## config.mk

```make
export PLATFORM = sky130hd
export DESIGN_NAME = tss_interp
export DESIGN_NICKNAME = d
export VERILOG_FILES = /design/src/hw/rtl/tss_pkg.sv /design/src/hw/rtl/tss_interp.sv
export SDC_FILE = /design/constraint.sdc
export NUM_CORES = 1
export LEC_CHECK = 0
export BUFFER_PORTS_ARGS = -buffer_cell sky130_fd_sc_hd__buf_2
export CELL_PAD_IN_SITES_DETAIL_PLACEMENT = 1
export CELL_PAD_IN_SITES_GLOBAL_PLACEMENT = 2
export CORE_UTILIZATION = 30
export DETAILED_ROUTE_END_ITERATION = 10
export PLACE_DENSITY_LB_ADDON = 0.1
export SLEW_MARGIN = 20
export SYNTH_ARGS = -nofsm -noshare
export SYNTH_HDL_FRONTEND = slang
export SYNTH_SLANG_ARGS = --single-unit
export TNS_END_PERCENT = 10
```

## constraint.sdc

```tcl
create_clock -name clk_i -period 17.86 [get_ports clk_i]
set_clock_uncertainty 0.2 [all_clocks]
set_input_delay 1.786 -clock clk_i [delete_from_list [all_inputs] [get_ports clk_i]]
set_output_delay 1.786 -clock clk_i [all_outputs]
set_load 0.03 [all_outputs]
```

## src/hw/rtl/tss_pkg.sv

```systemverilog
// Package for the triangle scanline span block: widths, pipeline depths and
// the item types shared by the setup, divider, interpolation and top modules.
// Depends on nothing.
package tss_pkg;

  localparam int CFB = 4;
  localparam int CIB = 12;
  localparam int RFB = 16;

  localparam int CW   = CIB + CFB;
  localparam int RW   = CIB;
  localparam int XW   = 12;
  localparam int DYW  = CW + 1;
  localparam int DMW  = CW;
  localparam int HW   = CW;
  localparam int QW   = DMW + RFB;
  localparam int PW   = QW + CW;
  localparam int MW   = PW - RFB;
  localparam int TW   = MW + 2;

  localparam int DIV_STAGES    = QW;
  localparam int INTERP_STAGES = 3;
  localparam int PIPE_D        = DIV_STAGES + INTERP_STAGES;

  typedef struct packed {
    logic signed [CW-1:0] x;
    logic signed [CW-1:0] y;
  } vtx_t;

  typedef struct packed {
    logic signed [CW-1:0] sx;
    logic signed [CW-1:0] ex;
    logic [CW-1:0]        dxmag;
    logic                 dxneg;
    logic                 tneg;
    logic                 hz;
  } edge_meta_t;

  typedef struct packed {
    logic [DMW-1:0] dmag;
    logic [HW-1:0]  h;
    edge_meta_t     meta;
  } edge_in_t;

  typedef struct packed {
    logic valid;
    logic up;
    logic lo;
  } item_flags_t;

endpackage

```

## src/hw/rtl/tss_interp.sv

```systemverilog
// Three-stage edge interpolation: ratio times width plus start x, or end x
// for a flat edge; truncate to whole pixels and saturate. Depends on tss_pkg.
module tss_interp (
  input  logic                       clk_i,
  input  logic                       en_i,
  input  logic [tss_pkg::QW-1:0]     quo_i,
  input  tss_pkg::edge_meta_t        meta_i,
  output logic signed [tss_pkg::XW-1:0] x_o
);
  import tss_pkg::*;

  localparam logic signed [TW-1:0] XMIN = -(TW'(1) <<< (XW - 1));
  localparam logic signed [TW-1:0] XMAX = (TW'(1) <<< (XW - 1)) - TW'(1);

  function automatic logic signed [XW-1:0] trunc_sat(logic signed [TW-1:0] v);
    logic signed [TW-1:0] b;
    logic signed [TW-1:0] t;
    b = v[TW-1] ? v + TW'((1 << CFB) - 1) : v;
    t = b >>> CFB;
    if (t < XMIN) return XW'(XMIN);
    if (t > XMAX) return XW'(XMAX);
    return XW'(t);
  endfunction

  logic [PW-1:0]        prod_q;
  edge_meta_t           m1_q, m2_q;
  logic signed [TW-1:0] xq_q;
  logic signed [XW-1:0] x_q;
  logic [MW-1:0]        mag;
  logic signed [TW-1:0] term;
  logic signed [TW-1:0] xq_d;

  always_comb begin
    mag  = MW'(prod_q >> RFB);
    term = (m1_q.tneg ^ m1_q.dxneg) ? -$signed({2'b00, mag}) : $signed({2'b00, mag});
    xq_d = term + {{(TW-CW){m1_q.sx[CW-1]}}, m1_q.sx};
  end

  always_ff @(posedge clk_i) begin
    if (en_i) begin
      prod_q <= PW'(quo_i) * PW'(meta_i.dxmag);
      m1_q   <= meta_i;
      xq_q   <= xq_d;
      m2_q   <= m1_q;
      x_q    <= m2_q.hz ? trunc_sat({{(TW-CW){m2_q.ex[CW-1]}}, m2_q.ex})
                        : trunc_sat(xq_q);
    end
  end

  assign x_o = x_q;

endmodule

```

* Word level (Yosys, flattened, before mapping) *
Cells that the tools add are included.

storage, ports and cells
  output and inout bits = 12
  word-level logic and storage cells = 42
  bits of input ports = 85
  bits in registers = 146

cells by class
  $add $sub $neg = 4
  multiply operators = 1
  bitwise operators = 1
  magnitude comparators = 4
  mux-type cells = 22

operators with widths
  kind                                                          number
  two-way mux 12 bit                                            9
  two-way mux 34 bit                                            3
  > comparator 30 x 12 -> 1 bit, second input constant          2
  less-than comparator 30 x 12 -> 1 bit, second input constant  2
  multiplier 32 x 16 -> 48 bit                                  1
  adder 34 bit                                                  1
  adder 34 x 5 -> 34 bit, second input constant                 1
  negator 32 -> 34 bit                                          1
  adder 16 x 5 -> 17 bit, second input constant                 1
  two-way mux 1 bit                                             10
  XOR 1 bit                                                     1

* Logic depth before layout (Yosys ltp) *
  depth in word-level cells = 10
  mapped depth = 24
  gate-level depth less buffers = 23

* Least setup slack after synthesis *
Ideal clock, no wire load.

  path type = input -> register
  start = in quo_i[12] in the netlist's numbering
  end = reg prod_q[41] (data pin)
  library setup time = 272 ps
  path buffers = 2
  arrival = 7584 ps
  required time = 17388 ps
  stages = 20
  slack = 9804 ps
  path through = clkbuf_1 nand2_1 fa_1 inv_1 fa_1 fa_1 fa_1 fa_1 fa_1 ha_1 buf_6 a21o_1 a21o_1 a21o_1 a221o_1 a221oi_2 o21ai_1 a41oi_2 nor4_1 or4b_1

between the ends
  longest elaborated chain between the ends = 1

ends and longest elaborated chain
  item                          RTL line          source
  from (decl)                   tss_interp.sv:6   input logic [tss_pkg::QW-1:0] quo_i,
  multiplier 32 x 16 -> 48 bit  tss_interp.sv:41  prod_q <= PW'(quo_i) * PW'(meta_i.dxmag);
  to (signal assigned)          tss_interp.sv:41
  to (decl)                     tss_interp.sv:25  logic [PW-1:0] prod_q;

Every way passes these cells.
A chain may end at the register's enable or synchronous reset.

* Worst setup path after layout *
  start = in meta_i[10] in the netlist's numbering
  end = reg prod_q[36] (data pin)

between the ends
  longest elaborated chain between the ends = 1

ends and longest elaborated chain
  item                          RTL line          source
  from (decl)                   tss_interp.sv:7   input tss_pkg::edge_meta_t meta_i,
  multiplier 32 x 16 -> 48 bit  tss_interp.sv:41

Every way passes these cells.

==> run metrics <==
status=finished, final reports clean; cts repair resizes=0; Synth top cells by count=inv_1 (454), fa_1 (418), nand2_1 (360); number of port buffers=96; max-slew violation count=0; worst reg2reg path depth=20; Clock Path Buffers=2; count of mapped cells out of synthesis=2365; CP endpoint kind=flip-flop; fill count=between 8000 and 9000; synth unique cells=74; Die X=about 280 um; ys async rst share=0; top cell type's share of synthesized area=0.370; Initial Utilization=0.303; EDFF count, synth=between 100 and 150; R2R setup slack=12.10 ns; via count=around 16000; max_cap viols=0; RD Place Congestion=between 0.7 and 0.8; number of I/O pins=just under 100; clock buffer count from CTS=17; drt pass-1 iters=5; Vias/cell=4.75; clk root buf=clkbuf_16; area delta synth->final=8.63%; synthesis warning total=0; Seq/Total Area, Yosys=0.172; number of DRC markers in iteration 0=488; cell area after layout=around 25000 um^2; HP Class=flip-flop to flip-flop; DP HPWL=51700 um; Clock Latency Late Sink=0.43 ns; GRT Residual Overflow=0; setup TNS=0 ns; Core Area=74600 um^2; Total Routing Usage GR=0.179; syn avg cell area=9.57 um^2; placed instance area=~24000 um^2; Setup Buffers After CTS=0; Worst setup SP type=primary input; Final Cycle Share=0.498; Reg2Reg Launch Point=prod_q[17]; area leader, netlist=fa_1; required time of the critical path=17.83 ns; final setup fails=0; WHS Endpoint=m2_q[22]; max_slew headroom=0.325; footprint of the multi-input gates=between 15000 and 20000 um^2; Hold Path Depth=0; top-count cell post-synth=inv_1; Tightest Pin Transition=between 1 and 1.5 ns; largest net degree at the start of global routing=70; initial antenna violation count=1; f_max=113 MHz; Syn Std Cell Area=between 20000 and 25000 um^2; CTS H-tree depth=4; Register Area=3900 um^2; WL final=66300 um; critical path fanouts, max=32; ys flop type=edfxtp_1; DRT antenna net count=0; R2R Path End=xq_q[30]; kind of critical path=primary input to flip-flop; CTS Hold Bufs=0; vias in the first global route=18500; Final min period=8.89 ns; RSZ-0062 raised after global routing=false; CTS tree=built; layout cells sized above 1=0.0695; clock sinks=130; synth top area cells=fa_1 (37%), edfxtp_1 (17%), ha_1 (8.3%); CTS clk-pin slew, worst paths=around 0.06 ns; DIE HEIGHT=277 um; DR WL/cell=slightly below 20 um; drc violations=0; global-route wire length before repair=106000 um; die area=76500 um^2; #FFs+latches synth=130; crit path DAT=8.86 ns; Mapped Nets=3019; endpoints failing hold=0; Rows=100; hold path start=m1_q[22]; Final nets=about 3000
==> metrics by stage <==
step | hold WS [ns] | util | worst slack, ns | std cells
after floorplan | 0.200 | - | 9.80 | 2365
after global placement | 0.205 | 0.322 | 8.62 | 3340
after detailed placement | 0.206 | 0.322 | 8.45 | 3340
after CTS | 0.222 | 0.330 | 8.91 | 3372
after global routing | 0.227 | 0.330 | 8.50 | 3372
final | 0.219 | 0.330 | 8.97 | 3373
==> layout make-up <==
type | instances | area share
clock buffer | 17 | 0.0173
multi-input combinational | 1685 | 0.678
inverter | 454 | 0.0693
antenna | 1 | 0.000102
timing repair buffer | 102 | 0.0216
sequential | 130 | 0.159
clock inverter | 15 | 0.00595
tap | 969 | 0.0493
==> sequential cells by signal (all words and copies together), names as in the netlist <==
name,cells
xq_q,34
x_o,12
m1_q,35
m2_q,17
prod_q,32
==> worst max path at each step <==
stage,slack (ns),start,endpoint,cells after the start
finish,8.97,meta_i[10],prod_q[36],21
global placement,8.62,meta_i[6],prod_q[42],19
detailed placement,8.45,meta_i[10],prod_q[36],21
global route,8.50,meta_i[10],prod_q[42],21
floorplan,9.80,quo_i[12],prod_q[41],20
CTS,8.91,meta_i[10],prod_q[36],21
==> kinds of logic (layout without fill, tap and decap cells) <==
kind of cell               Yosys count  count (layout)  synth area share
xor gates and xnor gates           110             110            0.0429
adders and majority gates          569             569             0.453
muxes                                1               1          0.000442
other                                0               1                 0
and+or+nand+nor                    775             775             0.171
AOI/OAI and AO/OA                  230             230            0.0687
buffers and inverters              550             588            0.0917
DFF                                130             130             0.172
==> worst max-delay path, cell delays in order <==
cell and delay (ns):
buf_2 0.63, nand2_1 0.18, fa_1 0.56, inv_1 0.06
fa_1 0.51, inv_1 0.06, fa_1 0.54, inv_1 0.05
fa_1 0.46, fa_1 0.51, fa_1 0.49, ha_1 0.34
nand3_1 0.13, a21oi_1 0.06, a211oi_1 0.67, a31oi_1 0.36
a21boi_0 0.61, o21ai_0 0.26, a31oi_1 0.31, o21bai_1 0.13
xor2_1 0.14
==> cell usage in the layout (no fill, tap or decap), types with 12 or more instances in the layout <==
master / netlist / final
clkbuf_16: 0 / 17
buf_2: 2 / 95
nor2b_1: 12 / 12
a21o_1: 29 / 29
nor2_1: 58 / 58
nand3_1: 28 / 28
nand2_1: 360 / 360
a21oi_1: 67 / 67
xnor2_1: 71 / 71
and3_1: 13 / 13
xor2_1: 38 / 38
o21ai_0: 39 / 39
edfxtp_1: 130 / 130
nor3_1: 16 / 16
inv_1: 454 / 454
nand4_1: 16 / 16
and2_1: 223 / 223
ha_1: 151 / 151
o211ai_1: 15 / 15
fa_1: 418 / 418
==> per-layer routing <==
layer  up-vias  wire, um  track usage
met5         -        13            0
met4         2      1140       0.0422
met3        69      1130       0.0114
met2       190     32000        0.307
met1      8387     32000        0.247
li1       7390         -            -
Power is left out: the tool's default activity adds up to more than one toggle a clock period on the data nets, which glitch-free logic cannot reach.
