`config.mk`:
```
export PLATFORM = sky130hd
export DESIGN_NAME = tss_div
export DESIGN_NICKNAME = d
export VERILOG_FILES = /design/src/hw/rtl/tss_pkg.sv /design/src/hw/rtl/tss_div.sv
export SDC_FILE = /design/constraint.sdc
export NUM_CORES = 2
export LEC_CHECK = 0
export BUFFER_PORTS_ARGS = -buffer_cell sky130_fd_sc_hd__buf_4
export CELL_PAD_IN_SITES_DETAIL_PLACEMENT = 0
export CELL_PAD_IN_SITES_GLOBAL_PLACEMENT = 1
export CORE_MARGIN = 2
export CORE_UTILIZATION = 30
export DETAILED_ROUTE_END_ITERATION = 6
export GPL_TIMING_DRIVEN = 0
export PLACE_DENSITY = 0.53
export SETUP_SLACK_MARGIN = 0.2
export SYNTH_ARGS = -nofsm -noshare
export SYNTH_HDL_FRONTEND = slang
export SYNTH_SLANG_ARGS = --single-unit
```
`constraint.sdc`:
```
create_clock -name clk_i -period 3.8 [get_ports clk_i]
set_input_delay 1.14 -clock clk_i [delete_from_list [all_inputs] [get_ports clk_i]]
set_output_delay 1.14 -clock clk_i [all_outputs]
set_load 0.01 [all_outputs]
```
`src/hw/rtl/tss_pkg.sv`:
```
// Package for the triangle scanline span block: widths, pipeline depths and
// the item types shared by the setup, divider, interpolation and top modules.
// Depends on nothing.
package tss_pkg;

  localparam int CFB = 4;
  localparam int CIB = 12;
  localparam int RFB = 16;

  localparam int CW   = CIB + CFB;
  localparam int RW   = CIB;
  localparam int XW   = 12;
  localparam int DYW  = CW + 1;
  localparam int DMW  = CW;
  localparam int HW   = CW;
  localparam int QW   = DMW + RFB;
  localparam int PW   = QW + CW;
  localparam int MW   = PW - RFB;
  localparam int TW   = MW + 2;

  localparam int DIV_STAGES    = QW;
  localparam int INTERP_STAGES = 3;
  localparam int PIPE_D        = DIV_STAGES + INTERP_STAGES;

  typedef struct packed {
    logic signed [CW-1:0] x;
    logic signed [CW-1:0] y;
  } vtx_t;

  typedef struct packed {
    logic signed [CW-1:0] sx;
    logic signed [CW-1:0] ex;
    logic [CW-1:0]        dxmag;
    logic                 dxneg;
    logic                 tneg;
    logic                 hz;
  } edge_meta_t;

  typedef struct packed {
    logic [DMW-1:0] dmag;
    logic [HW-1:0]  h;
    edge_meta_t     meta;
  } edge_in_t;

  typedef struct packed {
    logic valid;
    logic up;
    logic lo;
  } item_flags_t;

endpackage

```
`src/hw/rtl/tss_div.sv`:
```
// Pipelined restoring divider for one edge, one quotient bit per stage,
// with the edge data carried alongside. Depends on tss_pkg.
module tss_div (
  input  logic                     clk_i,
  input  logic                     en_i,
  input  tss_pkg::edge_in_t        edge_i,
  output logic [tss_pkg::QW-1:0]   quo_o,
  output tss_pkg::edge_meta_t      meta_o
);
  import tss_pkg::*;

  logic [HW-1:0]  rem_q [QW];
  logic [QW-1:0]  pq_q  [QW];
  logic [HW-1:0]  h_q   [QW];
  edge_meta_t     meta_q[QW];
  logic [HW-1:0]  rem_d [QW];
  logic [QW-1:0]  pq_d  [QW];

  always_comb begin
    for (int i = 0; i < QW; i++) begin
      logic [HW-1:0] rs;
      logic [QW-1:0] ps;
      logic [HW-1:0] hs;
      logic [HW:0]   r2;
      logic          ge;
      rs = (i == 0) ? '0 : rem_q[(i == 0) ? 0 : i - 1];
      ps = (i == 0) ? {edge_i.dmag, {RFB{1'b0}}} : pq_q[(i == 0) ? 0 : i - 1];
      hs = (i == 0) ? edge_i.h : h_q[(i == 0) ? 0 : i - 1];
      r2 = {rs, ps[QW-1]};
      ge = (r2 >= {1'b0, hs});
      rem_d[i] = ge ? HW'(r2 - {1'b0, hs}) : HW'(r2);
      pq_d[i]  = {ps[QW-2:0], ge};
    end
  end

  always_ff @(posedge clk_i) begin
    if (en_i) begin
      for (int i = 0; i < QW; i++) begin
        rem_q[i] <= rem_d[i];
        pq_q[i]  <= pq_d[i];
      end
      h_q[0]    <= edge_i.h;
      meta_q[0] <= edge_i.meta;
      for (int i = 1; i < QW; i++) begin
        h_q[i]    <= h_q[i-1];
        meta_q[i] <= meta_q[i-1];
      end
    end
  end

  assign quo_o  = pq_q[QW-1];
  assign meta_o = meta_q[QW-1];

endmodule

```
# Word level (Yosys, flattened, before mapping)
# Memories as Yosys holds them, arrays and structs flattened.
# Cells that the tools add are included.
# W data, S select, Z words.
# totals
ff_bits,0
ram_bits,3680
input_bits,85
output_inout_bits,83
elab_cells,102
mem_count,4
# classes
addsub,32
magnitude_cmp,32
n_mux,34
# memory_table
memory,depth,width,read_ports,rd_ports_with_merged_regs,write_ports,line_no,text
meta_q,32,51,32,0,32,tss_div.sv:15,edge_meta_t meta_q[QW];
pq_q,32,32,32,0,32,tss_div.sv:13,logic [QW-1:0] pq_q [QW];
h_q,32,16,31,0,32,tss_div.sv:14,logic [HW-1:0] h_q [QW];
rem_q,32,16,31,0,32,tss_div.sv:12,logic [HW-1:0] rem_q [QW];
# ops
cell,n
$ge A17 B16 Y1,31
$mux W16,32
$sub A16 B16 Y16,31
$ge A1 B16 Y1,1
$sub A1 B16 Y16,1
$mux W1,2

# Depth between registers and ports, before layout
# An unclocked memory read counts as a cell.
# logic_depth
ltp_word,3
depth_mapped,14
ltp_nobuf,12

# Least setup slack after synthesis
# Ideal clock, no wire load.
# synth_path
kind,input-to-reg
start,input port edge_i[82] in the netlist's numbering
end,memory rem_q[0][0] in the netlist's numbering (data pin)
setup_ps,267
arrival_time_ps,2748
required_ps,3533
path_slack_ps,786
stages,9
path_buffers,2
cell_sequence,inv_1 > ha_1 > clkbuf_1 > inv_1 > ha_1 > a21oi_1 > nor4_1 > clkbuf_1 > a21oi_1
# synth_lines
element,line_no,text
"start, declared",tss_div.sv:6,"input tss_pkg::edge_in_t edge_i,"
"end, declared",tss_div.sv:12,

==> metrics.cfg <==
[cts]
cts_tree = built
clock_latency_ns = 0.95
htree_num_levels = 5
numCtsBuffers = 373
cts_sinks = 3272
path_clk_slew_ns = 0.06
cts_max_path_buffers = 4
cts_hold_buffers = 0
cts_root_buffer = clkbuf_16

[synthesis]
syn_area_per_cell_sq_um = 17.0
synth_fp_nets = 8073
synth.distinct_cells = 83
ys_ff_latch = 3272
synth_edf_count = 3272
synth_top_family_by_area = compound AO/OA/AOI/OAI gates
synth_compound_area_frac = 0.0617
synth_cells = 7461
synth-xor-area-share = 0.0233
ys.flop_type = edfxtp_1
mappedNetlistArea_sq_um = 126000
muxShareOfSynthArea = 0.0197
synthSimpleGateAreaFrac = 0.0432
synthArstFlopShare = 0
ys_seq_area_frac = 0.777
yosys_warnings = 0
yosys.area_share.adder = 0.0539

[setup_path]
cp-end-kind = flop
worst_setup_path_start_kind = flop
r2r_cells = 11
crit_path_start = h_q[2][24]
cp_data_arrival_time_ns = 4.12
worstSetupPathType = flop to flop
required_ns = 4.45
crit_fanout = 10
r2r_start = h_q[2][24]
worst_r2r_endpoint = rem_q[0][97]
reg2reg_slack_ns = 0.33

[sta]
setup_ws_ns = 0.326
period_minus_slack_ns = 3.47
fmax_mhz = 288
hold_violations = 0
relSlewSlack = 0.257
final.setup_skew_ns = 0.0562
drv_slew = 0
grt_setup_unrepaired = no
setup_tns_ns = 0
setup_viol = 0
tightestPinTransition_ns = 1.11
fin_crit_sh = 0.914

[routing]
vias = 60735
vias_per_cell = 4.38
finalWirelength_um = 222000
antenna_left = 0
drt-pass1-iter-count = 5
post_drt_wl_per_cell_um = 16.0
drc = 0
drt_iter0_markers = 4163

[global_routing]
use_met2 = 0.165
grt_start_max_net_pins = 186
grt_pass1_vias = 61643
grt-busiest-layer = met2
track_usage = 0.102
use_met3 = 0.0217
grt_pass1_wl_um = 349000
use_met1 = 0.134
overflow = 0
antenna_found_initial = 8

[floorplan]
initial_core_util = 0.301
die_w_um = 653
dieArea_sq_um = 427000
coreArea_sq_um = 420000
die_h_um = 653
rows = 238
io_pins = 168

[worst_hold_path]
hold_path_class = primary input to flop
min_path_cells = 1
holdPathEnd = meta_q[0][18]
min-delay-start = edge_i[18]

[place]
place.gp.congestion = 0.837
io_buffers = 167
post_dp_cell_area_sq_um = 135000
dp_slack_ns = -2.60
hpwl_um = 139000

[outcome]
outcome = complete, no violations

[finish]
final_cell_area_sq_um = 148000
nets = 8657
drive_above_1_share = 0.126
fillers = 39465
postLayoutCoreUtil = 0.352
area_delta_synth_final_pct = 17.0

[job]
max-cap-violations = 0

[pwr]
p_leak_nw = 53.8
p_per_area_nw_per_um2 = 758
power_mw = 112
ir_drop_mv = 0.356

critical path, cell delays in order (launching register included):
cell and delay (ns):
edfxtp_1 0.42, inv_1 0.08, ha_1 0.21, clkbuf_1 0.20
a21oi_1 0.19, nor2_1 0.07, a211oi_1 0.55, o41ai_1 0.30
a21o_1 0.24, a31oi_1 0.22, clkbuf_1 0.51, o21ai_0 0.18
flip-flops by register name, indices dropped and copies added (netlist names):
name	cells
meta_q	1632
pq_q	648
h_q	496
rem_q	496
worst max path at each step:
stage / to / slack [ns] / cells after the start
detailed placement: meta_q[25][12] / -2.60 / 7
floorplan: rem_q[0][0] / 0.79 / 9
finish: rem_q[0][97] / 0.33 / 11
global placement: meta_q[25][12] / -29.50 / 1
global route: rem_q[0][226] / 0.20 / 12
CTS: rem_q[1][189] / 0.19 / 10
per-layer routing:
metal	wire length (um)	part of all wire	vias up
li1	-	-	29500
met1	101000	0.45	29714
met2	104000	0.47	1053
met3	10200	0.046	468
met4	7550	0.034	0
met5	0	0	-
cell usage in the layout (no fill, tap or decap), types with 37 or more instances in the layout:
cell       Yosys  layout
ha_1         497     497
clkinv_1       0      71
nor3_1        93      91
clkbuf_16      0     375
nand2_1      327     327
o21a_1        65      65
bufinv_16      0      37
o21ai_0      308     307
xnor2_1      214     214
a31oi_1       37      37
clkinv_2       0      62
a21oi_1      388     386
a21o_1       103     103
inv_1        629     629
nand4_1       66      66
clkbuf_1      33      98
edfxtp_1    3272    3272
nand3_1       73      73
nor2b_1       64      64
a211oi_1      52      47
nand2b_1      64      64
mux2_2       198     198
o31ai_1       45      40
buf_4          2     180
xor2_1       122     122
nor2_1       333     333
where the power goes:
group	switching (mW)	internal, mW	leakage [nW]
combinational	15.8	12.2	16.0
sequential	2.37	46.6	32.0
clock	14.5	20.7	5.86
cells by family after synthesis:
logic type | count (synthesis)
and+or+nand+nor | 1157
DFF | 3272
adders and majority gates | 527
xor gates and xnor gates | 336
buffers and inverters | 701
AOI/OAI and AO/OA | 1244
muxes | 224
stage by stage:
| stage | hold WS, ns | cells |
|---|---|---|
| 2_1_floorplan | 0.400 | 7461 |
| 3_3_place_gp | 0.400 | 13148 |
| 3_5_place_dp | 0.405 | 13168 |
| 4_1_cts | 0.231 | 13850 |
| 5_1_grt | 0.267 | 13860 |
| 6_report | 0.366 | 13861 |
what timing repair did:
item	4_1_cts	5_1_grt
gates cloned	13	0
endpoints found under the setup margin	1165	235
gates resized for setup	27	45
pin swaps	1	4
buffers inserted	0	9
Yosys cell counts (all sizes together), types with 5 or more instances:
master,number,area share
nand2,327,0.0097
a211oi,52,0.0031
a21boi,35,0.0022
a31oi,43,0.0026
a2111oi,13,0.0010
nor4,32,0.0016
or4,8,0.00047
and2,23,0.0011
o2111ai,9,0.00067
a41oi,5,0.00035
edfxtp,3272,0.78
nor2b,64,0.0032
a22oi,8,0.00047
nand4b,11,0.00076
a31o,8,0.00055
o41ai,6,0.00047
a21o,103,0.0061
o21ai,331,0.013
o21bai,29,0.0017
a21oi,392,0.016
mux2,201,0.018
nand2b,64,0.0032
buf,38,0.0017
mux2i,23,0.0018
xnor2,214,0.015
nor2,333,0.0099
nor3,93,0.0037
or2,14,0.00069
clkbuf,33,0.00098
fa,30,0.0047
and4,8,0.00055
o31ai,46,0.0028
and3,20,0.00099
inv,630,0.019
o32ai,5,0.00035
nand4,66,0.0033
o31a,32,0.0022
ha,497,0.049
o211ai,8,0.00047
or3,11,0.00058
xor2,122,0.0084
nand3,74,0.0030
o21a,65,0.0039
a211o,23,0.0016
area by class of cell:
class / instances / area (sq um) / share of cell area
sequential: 3272 / 98300 / 0.664
tap: 5520 / 6910 / 0.0467
clock inverter: 210 / 2370 / 0.0160
multi-input combinational: 3488 / 25700 / 0.174
buffer: 71 / 383 / 0.00259
clock buffer: 459 / 9700 / 0.0655
timing repair buffer: 209 / 2310 / 0.0156
inverter: 630 / 2360 / 0.0160
antenna: 2 / 5.00 / 0.0000338
Power figures use the tool's default switching activity.
